## src/rtl/packed_link_table_insert_remove_unit_defines.svh

```systemverilog
// Assertion shorthands for the RTL datapath.
`ifndef PACKED_LINK_TABLE_INSERT_REMOVE_UNIT_DEFINES_SVH
`define PACKED_LINK_TABLE_INSERT_REMOVE_UNIT_DEFINES_SVH

// Same-cycle implication, sampled on clk, off during rst.
`define PLTIR_CHECK(label, ante, cons, msg) \
  label: assert property (@(posedge clk) disable iff (rst) (ante) |-> (cons)) \
    else $error(msg);

// Next-cycle implication, sampled on clk, off during rst.
`define PLTIR_NEXT(label, ante, cons, msg) \
  label: assert property (@(posedge clk) disable iff (rst) (ante) |=> (cons)) \
    else $error(msg);

`endif

```

## src/rtl/pltir_pkg.sv

```systemverilog
`default_nettype none
package pltir_pkg;

  localparam int TOTW   = 13;
  localparam int IDXW   = 12;
  localparam int FLW    = 12;
  localparam int CNTW   = 4;
  localparam int SIDEW  = 4;
  localparam int EDGEW  = 2;
  localparam int TGTW   = 10;
  localparam int TRICFW = 11;
  localparam int ENTW   = 16;
  localparam logic [CNTW-1:0] CNT_MAX = 4'd15;

  typedef enum logic [2:0] {
    CMD_LOAD_TRI, CMD_APPEND, CMD_ADD, CMD_UPDATE,
    CMD_REMOVE, CMD_READ_TRI, CMD_READ_LINK, CMD_CLEAR
  } cmd_t;

  typedef enum logic [2:0] {
    ST_OK, ST_BAD_INDEX, ST_EXISTS, ST_NO_LINK, ST_FULL, ST_OVERFLOW
  } status_t;

  typedef enum logic [3:0] {
    S_IDLE, S_DISPATCH, S_TRI_CHK, S_HEAD_RD, S_HEAD_CHK, S_ADD_SH, S_ADD_WR,
    S_RM_SH, S_RM_WR, S_ADJ_RD, S_ADJ_WR, S_RD_TRI, S_RD_LINK, S_FIN
  } state_t;

  typedef enum logic {TA_IDX, TA_PTR} tri_asel_t;
  typedef enum logic [1:0] {TW_LOAD, TW_OWN_INC, TW_OWN_DEC, TW_ADJ} tri_wsel_t;
  typedef enum logic [1:0] {LR_IDX, LR_HEAD, LR_PTR_DN, LR_PTR_UP} lk_rsel_t;
  typedef enum logic [1:0] {LW_TOTAL, LW_HEAD, LW_PTR} lk_wasel_t;
  typedef enum logic [1:0] {LD_APPEND, LD_SPECIAL, LD_UPDATE, LD_COPY} lk_dsel_t;
  typedef enum logic [1:0] {TOT_HOLD, TOT_INC, TOT_DEC, TOT_CLR} tot_op_t;
  typedef enum logic [2:0] {LP_HOLD, LP_LOAD_TOTAL, LP_LOAD_HEAD, LP_INC, LP_DEC} lptr_op_t;

  typedef struct packed {
    logic      in_ready;
    logic      latch_in;
    logic      st_load;
    status_t   st_code;
    logic      tri_re;
    logic      tri_we;
    tri_asel_t tri_asel;
    tri_wsel_t tri_wsel;
    logic      tri_grab;
    logic      lk_re;
    lk_rsel_t  lk_rsel;
    logic      lk_we;
    lk_wasel_t lk_wasel;
    lk_dsel_t  lk_dsel;
    tot_op_t   tot_op;
    lptr_op_t  lptr_op;
    logic      tptr_load;
    logic      tptr_inc;
    logic      grab_rd_tri;
    logic      grab_rd_lk;
    logic      res_load;
  } ctl_t;

  typedef struct packed {
    cmd_t cmd;
    logic idx_lt_max_tri;
    logic idx_lt_inuse;
    logic idx_lt_total;
    logic total_full;
    logic head_special;
    logic f_gt_total;
    logic count_zero;
    logic count_max;
    logic add_done;
    logic rm_done;
    logic adj_done;
    logic out_free;
  } sts_t;

endpackage
`default_nettype wire

```

## src/rtl/pltir_ctrl.sv

```systemverilog
`default_nettype none
module pltir_ctrl
  import pltir_pkg::*;
(
  input  wire logic clk,
  input  wire logic rst,
  input  wire logic in_valid,
  input  wire sts_t sts,
  output ctl_t      ctl
);

  state_t state, state_next;

  always_ff @(posedge clk) begin
    if (rst) begin
      state <= S_IDLE;
    end else begin
      state <= state_next;
    end
  end

  always_comb begin
    ctl = '0;
    state_next = state;
    ctl.in_ready = (state == S_IDLE);
    case (state)
      S_IDLE: begin
        if (in_valid) begin
          ctl.latch_in = 1'b1;
          state_next = S_DISPATCH;
        end
      end
      S_DISPATCH: begin
        state_next = S_FIN;
        case (sts.cmd)
          CMD_LOAD_TRI: begin
            if (!sts.idx_lt_max_tri) begin
              ctl.st_load = 1'b1;
              ctl.st_code = ST_BAD_INDEX;
            end else begin
              ctl.tri_we = 1'b1;
              ctl.tri_asel = TA_IDX;
              ctl.tri_wsel = TW_LOAD;
            end
          end
          CMD_APPEND: begin
            if (sts.total_full) begin
              ctl.st_load = 1'b1;
              ctl.st_code = ST_FULL;
            end else begin
              ctl.lk_we = 1'b1;
              ctl.lk_wasel = LW_TOTAL;
              ctl.lk_dsel = LD_APPEND;
              ctl.tot_op = TOT_INC;
            end
          end
          CMD_ADD, CMD_UPDATE, CMD_REMOVE: begin
            if (!sts.idx_lt_inuse) begin
              ctl.st_load = 1'b1;
              ctl.st_code = ST_BAD_INDEX;
            end else begin
              ctl.tri_re = 1'b1;
              ctl.tri_asel = TA_IDX;
              state_next = S_TRI_CHK;
            end
          end
          CMD_READ_TRI: begin
            if (!sts.idx_lt_max_tri) begin
              ctl.st_load = 1'b1;
              ctl.st_code = ST_BAD_INDEX;
            end else begin
              ctl.tri_re = 1'b1;
              ctl.tri_asel = TA_IDX;
              state_next = S_RD_TRI;
            end
          end
          CMD_READ_LINK: begin
            if (!sts.idx_lt_total) begin
              ctl.st_load = 1'b1;
              ctl.st_code = ST_BAD_INDEX;
            end else begin
              ctl.lk_re = 1'b1;
              ctl.lk_rsel = LR_IDX;
              state_next = S_RD_LINK;
            end
          end
          default: begin
            ctl.tot_op = TOT_CLR;
          end
        endcase
      end
      S_TRI_CHK: begin
        ctl.tri_grab = 1'b1;
        state_next = S_HEAD_RD;
      end
      S_HEAD_RD: begin
        ctl.lk_re = 1'b1;
        ctl.lk_rsel = LR_HEAD;
        state_next = S_HEAD_CHK;
      end
      S_HEAD_CHK: begin
        state_next = S_FIN;
        case (sts.cmd)
          CMD_ADD: begin
            if (!sts.count_zero && sts.head_special) begin
              ctl.st_load = 1'b1;
              ctl.st_code = ST_EXISTS;
            end else if (sts.f_gt_total) begin
              ctl.st_load = 1'b1;
              ctl.st_code = ST_BAD_INDEX;
            end else if (sts.count_max) begin
              ctl.st_load = 1'b1;
              ctl.st_code = ST_OVERFLOW;
            end else if (sts.total_full) begin
              ctl.st_load = 1'b1;
              ctl.st_code = ST_FULL;
            end else begin
              ctl.lptr_op = LP_LOAD_TOTAL;
              state_next = S_ADD_SH;
            end
          end
          CMD_UPDATE: begin
            if (!sts.head_special) begin
              ctl.st_load = 1'b1;
              ctl.st_code = ST_NO_LINK;
            end else begin
              ctl.lk_we = 1'b1;
              ctl.lk_wasel = LW_HEAD;
              ctl.lk_dsel = LD_UPDATE;
            end
          end
          default: begin
            if (sts.count_zero || !sts.head_special) begin
              ctl.st_load = 1'b1;
              ctl.st_code = ST_NO_LINK;
            end else begin
              ctl.lptr_op = LP_LOAD_HEAD;
              state_next = S_RM_SH;
            end
          end
        endcase
      end
      S_ADD_SH: begin
        if (sts.add_done) begin
          ctl.lk_we = 1'b1;
          ctl.lk_wasel = LW_HEAD;
          ctl.lk_dsel = LD_SPECIAL;
          ctl.tot_op = TOT_INC;
          ctl.tri_we = 1'b1;
          ctl.tri_asel = TA_IDX;
          ctl.tri_wsel = TW_OWN_INC;
          ctl.tptr_load = 1'b1;
          state_next = S_ADJ_RD;
        end else begin
          ctl.lk_re = 1'b1;
          ctl.lk_rsel = LR_PTR_DN;
          state_next = S_ADD_WR;
        end
      end
      S_ADD_WR: begin
        ctl.lk_we = 1'b1;
        ctl.lk_wasel = LW_PTR;
        ctl.lk_dsel = LD_COPY;
        ctl.lptr_op = LP_DEC;
        state_next = S_ADD_SH;
      end
      S_RM_SH: begin
        if (sts.rm_done) begin
          ctl.tot_op = TOT_DEC;
          ctl.tri_we = 1'b1;
          ctl.tri_asel = TA_IDX;
          ctl.tri_wsel = TW_OWN_DEC;
          ctl.tptr_load = 1'b1;
          state_next = S_ADJ_RD;
        end else begin
          ctl.lk_re = 1'b1;
          ctl.lk_rsel = LR_PTR_UP;
          state_next = S_RM_WR;
        end
      end
      S_RM_WR: begin
        ctl.lk_we = 1'b1;
        ctl.lk_wasel = LW_PTR;
        ctl.lk_dsel = LD_COPY;
        ctl.lptr_op = LP_INC;
        state_next = S_RM_SH;
      end
      S_ADJ_RD: begin
        if (sts.adj_done) begin
          state_next = S_FIN;
        end else begin
          ctl.tri_re = 1'b1;
          ctl.tri_asel = TA_PTR;
          state_next = S_ADJ_WR;
        end
      end
      S_ADJ_WR: begin
        ctl.tri_we = 1'b1;
        ctl.tri_asel = TA_PTR;
        ctl.tri_wsel = TW_ADJ;
        ctl.tptr_inc = 1'b1;
        state_next = S_ADJ_RD;
      end
      S_RD_TRI: begin
        ctl.grab_rd_tri = 1'b1;
        state_next = S_FIN;
      end
      S_RD_LINK: begin
        ctl.grab_rd_lk = 1'b1;
        state_next = S_FIN;
      end
      S_FIN: begin
        if (sts.out_free) begin
          ctl.res_load = 1'b1;
          state_next = S_IDLE;
        end
      end
      default: begin
        state_next = S_IDLE;
      end
    endcase
  end

endmodule
`default_nettype wire

```

## config.mk

```make
export PLATFORM = sky130hd
export DESIGN_NAME = pltir_ctrl
export DESIGN_NICKNAME = d
export VERILOG_FILES = /design/src/rtl/packed_link_table_insert_remove_unit_defines.svh /design/src/rtl/pltir_pkg.sv /design/src/rtl/pltir_ctrl.sv
export SDC_FILE = /design/constraint.sdc
export NUM_CORES = 1
export LEC_CHECK = 0
export ABC_AREA = 0
export BUFFER_PORTS_ARGS = -buffer_cell sky130_fd_sc_hd__buf_2
export CAP_MARGIN = 20
export CORE_AREA = 2 2 49 51
export DETAILED_ROUTE_END_ITERATION = 12
export DIE_AREA = 0 0 51 53
export GPL_TIMING_DRIVEN = 0
export PLACE_DENSITY = 0.8
export SLEW_MARGIN = 20
export SYNTH_ARGS = -nofsm -noshare
export SYNTH_HDL_FRONTEND = slang
export SYNTH_SLANG_ARGS = --single-unit
export TNS_END_PERCENT = 100
```

## constraint.sdc

```tcl
create_clock -name clk -period 3.3 [get_ports clk]
set_input_delay 0.165 -clock clk [delete_from_list [all_inputs] [get_ports clk]]
set_output_delay 0.165 -clock clk [all_outputs]
set_load 0.03 [all_outputs]
```

Yosys cells after proc, flatten, opt, wreduce, memory -nomap -nowiden
Cells that the tools add are included.
- output and inout bits: 30
- input bits: 18
- memory bits (writable): 0
- bits in latches: 0
- memory bits (read-only): 0
- register bits: 4
- memories: 0
- word-level logic and storage cells: 108
- equality and inequality tests: 21
- add/sub/neg operators: 0
- div/mod/pow operators: 0
- bitwise logic cells: 0
- shift operators: 0
- $mul: 0
- reduce and logical (&&, ||, !) cells: 12
- multiplexer cells: 74
- order comparisons: 0
- operators with widths (cell ; number):
    2-to-1 mux 4 bit ; 21
    case mux 4 bit (13 select lines) ; 1
    == test 4 bit, second input constant ; 6
    case mux 4 bit (2 select lines) ; 3
    2-to-1 mux 1 bit ; 21
    case mux 5 bit (4 select lines) ; 1
    2-to-1 mux 3 bit ; 6
    == test 4 x 3 -> 1 bit, second input constant ; 4
    case mux 4 bit (4 select lines) ; 1
    2-to-1 mux 5 bit ; 3
    2-to-1 mux 7 bit ; 2
    case mux 3 bit (4 select lines) ; 1
    case mux 4 bit (3 select lines) ; 1
    == test 3 bit, second input constant ; 3
    case mux 3 bit (3 select lines) ; 1
    == test 4 x 2 -> 1 bit, second input constant ; 2
    case mux 2 bit (2 select lines) ; 2
    case mux 2 bit (4 select lines) ; 1
    == test 3 x 2 -> 1 bit, second input constant ; 2
    2-to-1 mux 2 bit ; 3
    case mux 1 bit (2 select lines) ; 3
    case mux 2 bit (3 select lines) ; 1
    OR reduction 2 bit ; 3
    OR reduction 6 bit ; 1
    12 further kinds ; 14

Logic depth before layout (Yosys ltp)
Gate-level depths: netlist of the first run.
- word-level depth: 6
- gate-level depth with buffers: 6
- depth with buffers taken out: 4

Worst setup path after synthesis of the first run
Ideal clock, no wire load.
- path kind: reg2out
- start: register state[3]
- end: output port ctl[19] (netlist bit)
- path buffers: 2
- cell stages (with the launch flop): 6
- data required time: 3.135 ns
- slack: 1.147 ns
- data arrival time: 1.988 ns
- cells stage by stage: dfxtp_1 clkbuf_1 buf_2 nand2_1 nor3_1 nand2b_1
- RTL lines (item ; line ; RTL):
    start, declared ; pltir_ctrl.sv:12 ; state_t state, state_next;
    start signal, assigned ; pltir_ctrl.sv:18 ; state <= state_next;
    end, declared ; pltir_ctrl.sv:9 ; output ctl_t ctl

==> results.md, run 1 <==
- Setup Buffers After CTS: 0
- Largest register FFs: 4
- Clock Sinks: 4
- Post-detailed-route wirelength per cell: ~14 µm
- P&R area growth vs syn: 29.1%
- Gpl congestion: roughly 0.93
- Final global-route overflow total: 0
- DR pass1 iterations: 4
- DRC Markers: 0
- Synth unique cells: between 50 and 60
- Endpoint type of the worst setup path: output port
- TNS Setup: 0 ns
- Top_reg_cell synth: dfxtp_1
- Number of global-route vias before repair: roughly 1100
- Cts repair resizes: 0
- Final ANT Viol Nets: 0
- Total Nets Final: 224
- Final worst slack: about 1.2 ns
- Die ar.: 2700 µm²
- Num CTS Buffers: 3
- IO Port Bufs: 47
- Area fraction of the dominant cell type after synthesis: under 10%
- Core Footprint: 2150 µm²
- Actual slew at the worst max-slew pin: around 0.54 ns
- Clock period minus worst slack: 2.15 ns
- CTS Hold Bufs: 0
- Vias: 1353
- Worst-path cell chain: buf_6, or4b_4, or3_1, o2111ai_1, buf_2
- Hold Crit Class: primary input to register
- Largest fanout on the critical path: 10
- Share of layout cells above drive strength 1: approximately 33%
- Setup WS pre-CTS: about 1.4 ns
- Arrival time worst endpoint: 1.98 ns
- Regs by FF count: state: 4 flops
- Sequential element share of the synthesized area: under 10%
- Clock Skew: slightly above 0.006 ns
- Crit Path Category: register to output port
- First-pass GRT wire length: 5240 µm
- Pin count of the biggest net entering global routing: 11
- # IOs: 48
- Top reg by flops: state
- Initial antenna violation count: 0
- Area of the multi-input gates: approximately 830 µm²
- Die height: around 53 µm
- Htree depth: 1
- Mux contribution to synthesized area: between 3 and 4%
- Maxcap violations: 0
- Top post-synthesis cells by area: nand2_1 (8.6%), dfxtp_1 (8.0%), nand2b_1 (6.8%)
- TritonCTS clock tree: yes
- Total GRT Usage: 25.3%
- Area occupied by registers: 80.1 µm²
- Largest family of logic cells by synthesized area: simple AND/OR/NAND/NOR gates
- WL met3: ~270 µm
- Synth Area in Compound Gates: 26.5%
- Synth Instances: ~150
- DR iter-0 viols: 38
- Worst vdd ir: slightly below 0.0006 V
- Routed wire length: around 3300 µm
- Fill cells: ~230
- Top layer in use: met4
- Clock tree buffer depth: 2
- # rows: 17
- Synth Area in XOR/XNOR: 0%
- Startpoint Class: register
- Post-Synth Simple-Gate Area: between 50% and 60%
- Final Hold Viols: 0
- Post-Synth Adder-Cell Area: 0%
- Final period util: about 65%
- Routed wl met2: between 1500 and 2000 µm
- Clock latency on the worst-skew pair: 0.24 ns
- Power Density: 832 nW/µm²
- CP max stage cell: or4b_4
- Wire length on met1: approximately 1400 µm
- Initial core utilization: ~47%
- Fmax: approximately 0.47 GHz
- Slowest Stage Delay on Critical Path: between 0.5 and 0.6 ns
- Syn Area/Cell: 6.52 µm²
- Worst EP required: roughly 3.1 ns
- Yosys warnings: 0
- EDFF count, synth: 0
- Ys async rst share: 0%
- Max_slew headroom: a little under two thirds
- Mapped Area: 1000 µm²
- Die width: between 50 and 60 µm
- Synthesized flop and latch total: 4
- Number of vias per cell: roughly 6
- CTS Root Cell: clkbuf_4
- Syn_nets: ~170
- RSZ-0062 raised after global routing: no
- Leak pwr: around 0.66 nW
- Outcome: completed
- Setup Viol. Count Final: 0
- HPWL after detailed placement: 2620 µm
- Worst-path clk slew: around 0.04 ns
- Slew Limit Fails: 0
- # diodes: 0
- Synth area leader: nand2_1
## where the power goes
| group | leakage (nW) | total, mW | switching, mW | internal (mW) |
|---|---|---|---|---|
| Combinational | 0.610 | 0.924 | 0.620 | 0.304 |
| Clock | 0.0138 | 0.0630 | 0.0221 | 0.0408 |
| Sequential | 0.0332 | 0.0923 | 0.0209 | 0.0714 |
## Yosys cell counts (all sizes together) (3+ instances only)
| cell type | instances |
|---|---|
| a21oi | 8 |
| and3 | 3 |
| buf | 8 |
| clkbuf | 4 |
| dfxtp | 4 |
| inv | 9 |
| nand2 | 23 |
| nand2b | 11 |
| nand3 | 7 |
| nand4b | 3 |
| nor2 | 13 |
| nor3 | 7 |
| nor4 | 4 |
| o21ai | 6 |
| o31a | 3 |
## path summary, 6_finish.rpt
| kind | startpoint | to | slack, ns | depth (start not counted) |
|---|---|---|---|---|
| max | state[1] | ctl[14] | 1.15 | 5 |
| min | rst | state[3] | 0.17 | 2 |
| max reg2reg | state[2] | state[3] | 1.50 | 5 |
| min reg2reg | state[1] | state[0] | 0.77 | 4 |
## worst max-delay path: cells and delay by family (launching register included)
kind                   cells  cell delay [ns]
AOI/OAI and AO/OA          1             0.09
buffers and inverters      2             0.37
DFF                        1             0.30
and+or+nand+nor            2             0.99
## layout make-up
class                   count  share of cell area, %
repair buffers             47                   18.1
multi-input cells         129                   63.9
flip-flops and latches      4                   6.17
well taps                  28                   2.70
plain buffers              12                   4.73
inverters                   9                   2.60
clock buffers               3                   1.74
## stage by stage
step / std cells / area, µm² / power (mW) / hold slack, ns / util, %
2_1_floorplan: 154 / 1000 / 0.777 / 0.231 / -
3_3_place_gp: 229 / 1270 / 0.995 / 0.410 / 59.3
3_5_place_dp: 229 / 1270 / 1.01 / 0.411 / 59.3
4_1_cts: 232 / 1300 / 1.07 / 0.159 / 60.4
5_1_grt: 232 / 1300 / 1.16 / 0.168 / 60.4
6_report: 232 / 1300 / 1.08 / 0.167 / 60.4
## layer usage
layer	track usage (%)	up-vias
met3	4.80	8
met5	0	-
met4	7.21	0
li1	-	677
met1	31.5	601
met2	43.9	67
## kinds of logic after synthesis
kind of cell	Yosys count
buf+inv	21
flops	4
compound gates	36
mux	3
simple gates	90
## layout by cell type, fill, tap and decap left out, types with 4 or more instances in the layout
cell type | netlist | layout
buf_2 | 7 | 54
nand2_1 | 23 | 23
nor2_1 | 13 | 13
nand2b_1 | 11 | 11
inv_1 | 9 | 9
nor3_1 | 7 | 7
nand3_1 | 7 | 7
a21oi_1 | 7 | 7
clkbuf_1 | 4 | 4
o21ai_1 | 4 | 4
dfxtp_1 | 4 | 4
No activity file was read; power rests on OpenSTA's default activity.
==> run 2: changes to the inputs <==
--- a/config.mk
+++ b/config.mk
@@ -8,11 +8,11 @@
 export ABC_AREA = 0
 export BUFFER_PORTS_ARGS = -buffer_cell sky130_fd_sc_hd__buf_2
 export CAP_MARGIN = 20
-export CORE_AREA = 2 2 49 51
+export CORE_AREA = 2 2 50 52
 export DETAILED_ROUTE_END_ITERATION = 12
-export DIE_AREA = 0 0 51 53
+export DIE_AREA = 0 0 52 54
 export GPL_TIMING_DRIVEN = 0
-export PLACE_DENSITY = 0.8
+export PLACE_DENSITY = 0.77
 export SLEW_MARGIN = 20
 export SYNTH_ARGS = -nofsm -noshare
 export SYNTH_HDL_FRONTEND = slang
==> constraint.sdc (replaced) <==
create_clock -name clk -period 2 [get_ports clk]
set_input_delay 0.1 -clock clk [delete_from_list [all_inputs] [get_ports clk]]
set_output_delay 0.1 -clock clk [all_outputs]
set_load 0.03 [all_outputs]
==> run 2 against run 1 <==
Clock skew down 0.0059 ns. Non-clock buffer count unchanged. Sequential share of layout area down 0.16 points. Total power up 70%. Sequential cell count unchanged. Global-route usage down 1.6 points. Via count unchanged. Combinational power up 71%. Core utilization down 2.0 points. Die area up 3.9%. Critical path depth unchanged. Clock-buffer cell count unchanged. Largest power group unchanged.
==> results.md, run 2 (synthesized netlist as in run 1, its figures left out) <==
- Outcome: completed
- Hold Crit Depth: 2
- Clock period minus worst slack: approximately 2 ns
- DR iter-0 viols: 59
- Setup Viol. Count Final: 0
- Slowest Stage Delay on Critical Path: 0.55 ns
- TritonCTS clock tree: yes
- Worst-path cell chain: buf_6, or4b_4, or3_4, o2111ai_1, buf_4
- Slew Limit Fails: 0
- Die height: 54 µm
- # diodes: 0
- Largest register FFs: 4
- Max_slew headroom: between 60% and 70%
- HPWL after detailed placement: 2470 µm
- Comb pwr share: a little under nine tenths
- Die width: roughly 52 µm
- Post-detailed-route wirelength per cell: between 10 and 15 µm
- Total Nets Final: 224
- Regs by FF count: state: 4 flops
- Pin count of the biggest net entering global routing: 11
- DRC Markers: 0
- P&R area growth vs syn: 34.7%
- Setup WS pre-CTS: approximately 0.18 ns
- IO Port Bufs: 47
- Initial core utilization: 43.3%
- Gpl congestion: between 0.9 and 1
- Routed wire length: 3300 µm
- Sequential share of power: between 8 and 9%
- Largest fanout on the critical path: 10
- Clock latency on the worst-skew pair: approximately 0.23 ns
- Top reg by flops: state
- Die ar.: 2810 µm²
- CTS Root Cell: clkbuf_4
- CTS Hold Bufs: 0
- Leak pwr: a little under 0.7 nW
- Final global-route overflow total: 0
- Endpoint type of the worst setup path: output port
- Vias: 1353
- Worst setup path start: state[1]
- CP max stage cell: or4b_4
- Hold Crit Class: primary input to register
- Final period util: 97.6%
- Net Switching: approximately 1.1 mW
- # rows: 18
- Maxcap violations: 0
- Worst EP required: 1.90 ns
- Final ANT Viol Nets: 0
- Arrival time worst endpoint: around 1.9 ns
- Number of vias per cell: approximately 5.8
- Share of layout cells above drive strength 1: a little over a third
- DR pass1 iterations: 5
- Crit Path Category: register to output port
- Most frequent cells in the layout: buf_2 (49), nand2_1 (23), nor2_1 (13), nand2b_1 (11), inv_1 (9)
- Final worst slack: between 0.04 and 0.05 ns
- Clock tree buffer depth: 2
- RSZ-0062 raised after global routing: yes
- TNS Setup: 0 ns
- Fill cells: roughly 250
- Fmax: about 0.51 GHz
- R2R depth: 5
- Htree depth: 1
- Int Pwr: between 0.7 and 0.8 mW
- Num CTS Buffers: 3
- Final Hold Viols: 0
- Clock Power Share: 5.3%
- Clock Skew: roughly 0.00016 ns
- # IOs: 48
- Most common cell after layout, fill and taps aside: buf_2
- First-pass GRT wire length: a little over 5000 µm
- Worst vdd ir: 0.00101 V
- R2R Path Start: state[2]
- Total GRT Usage: a little under a quarter
- Initial antenna violation count: 0
- Sw frac: around three fifths
- Startpoint Class: register
- Worst-path clk slew: around 0.04 ns
- Number of global-route vias before repair: between 1000 and 1500
- Core Footprint: between 2000 and 2500 µm²
- Fin Hold WS: between 0.1 and 0.15 ns
- Clock Sinks: 4
- Worst Hold Launch: rst
- Power Density: roughly 1400 nW/µm²
- Actual slew at the worst max-slew pin: 0.532 ns
-- run 2: critical path, delay by kind of cell (launching register included) --
kind	cells	cell delay, ns
AO/OA/AOI/OAI	1	0.08
buffers and inverters	2	0.33
flip-flops	1	0.30
AND/OR/NAND/NOR	2	0.91
-- run 2: worst paths after layout --
kind | endpoint | slack, ns
worst max-delay path | ctl[14] | 0.05
worst min-delay path | state[3] | 0.12
worst max register to register | state[3] | 0.32
worst min register to register | state[0] | 0.74
-- run 2: stage by stage --
| step | instances | instance area [µm²] | total power, mW | util, % |
|---|---|---|---|---|
| 6_report | 234 | 1350 | 1.83 | 58.4 |
| 5_1_grt | 234 | 1350 | 1.97 | 58.4 |
| 4_1_cts | 233 | 1310 | 1.75 | 56.6 |
| 3_5_place_dp | 231 | 1280 | 1.64 | 55.3 |
| 3_3_place_gp | 231 | 1280 | 1.63 | 55.3 |
| 2_1_floorplan | 154 | 1010 | 1.29 | - |
-- run 2: metal layers --
layer	GRT usage [%]	vias to the layer above	share of wire (%)
li1	-	674	-
met1	31.1	598	43
met2	39.0	77	47
met3	5.00	4	8.8
met4	6.58	0	0.97
met5	0	-	0
-- run 2: layout make-up --
cell class	count	area, µm²	area share [%]
Multi-Input combinational cell	129	861	63.6
Timing Repair Buffer	48	259	19.1
Sequential cell	4	81.3	6.01
Buffer	11	58.8	4.34
Tap cell	30	37.5	2.77
Inverter	9	33.8	2.50
Clock buffer	3	22.5	1.66
-- run 2: power groups by stage --
stage	Sequential (mW)	Clock, mW	Combinational [mW]
finish	0.153	0.0975	1.58
global route	0.159	0.110	1.70
CTS	0.150	0.102	1.50
detailed placement	0.151	0	1.49
global placement	0.151	0	1.48
floorplan	0.146	0	1.14
-- run 2: repair_timing --
item                       in CTS  in global routing
gates resized for setup         3                 14
buffers inserted                0                  1
pin swaps                       1                  1
setup endpoints to repair       5                 12
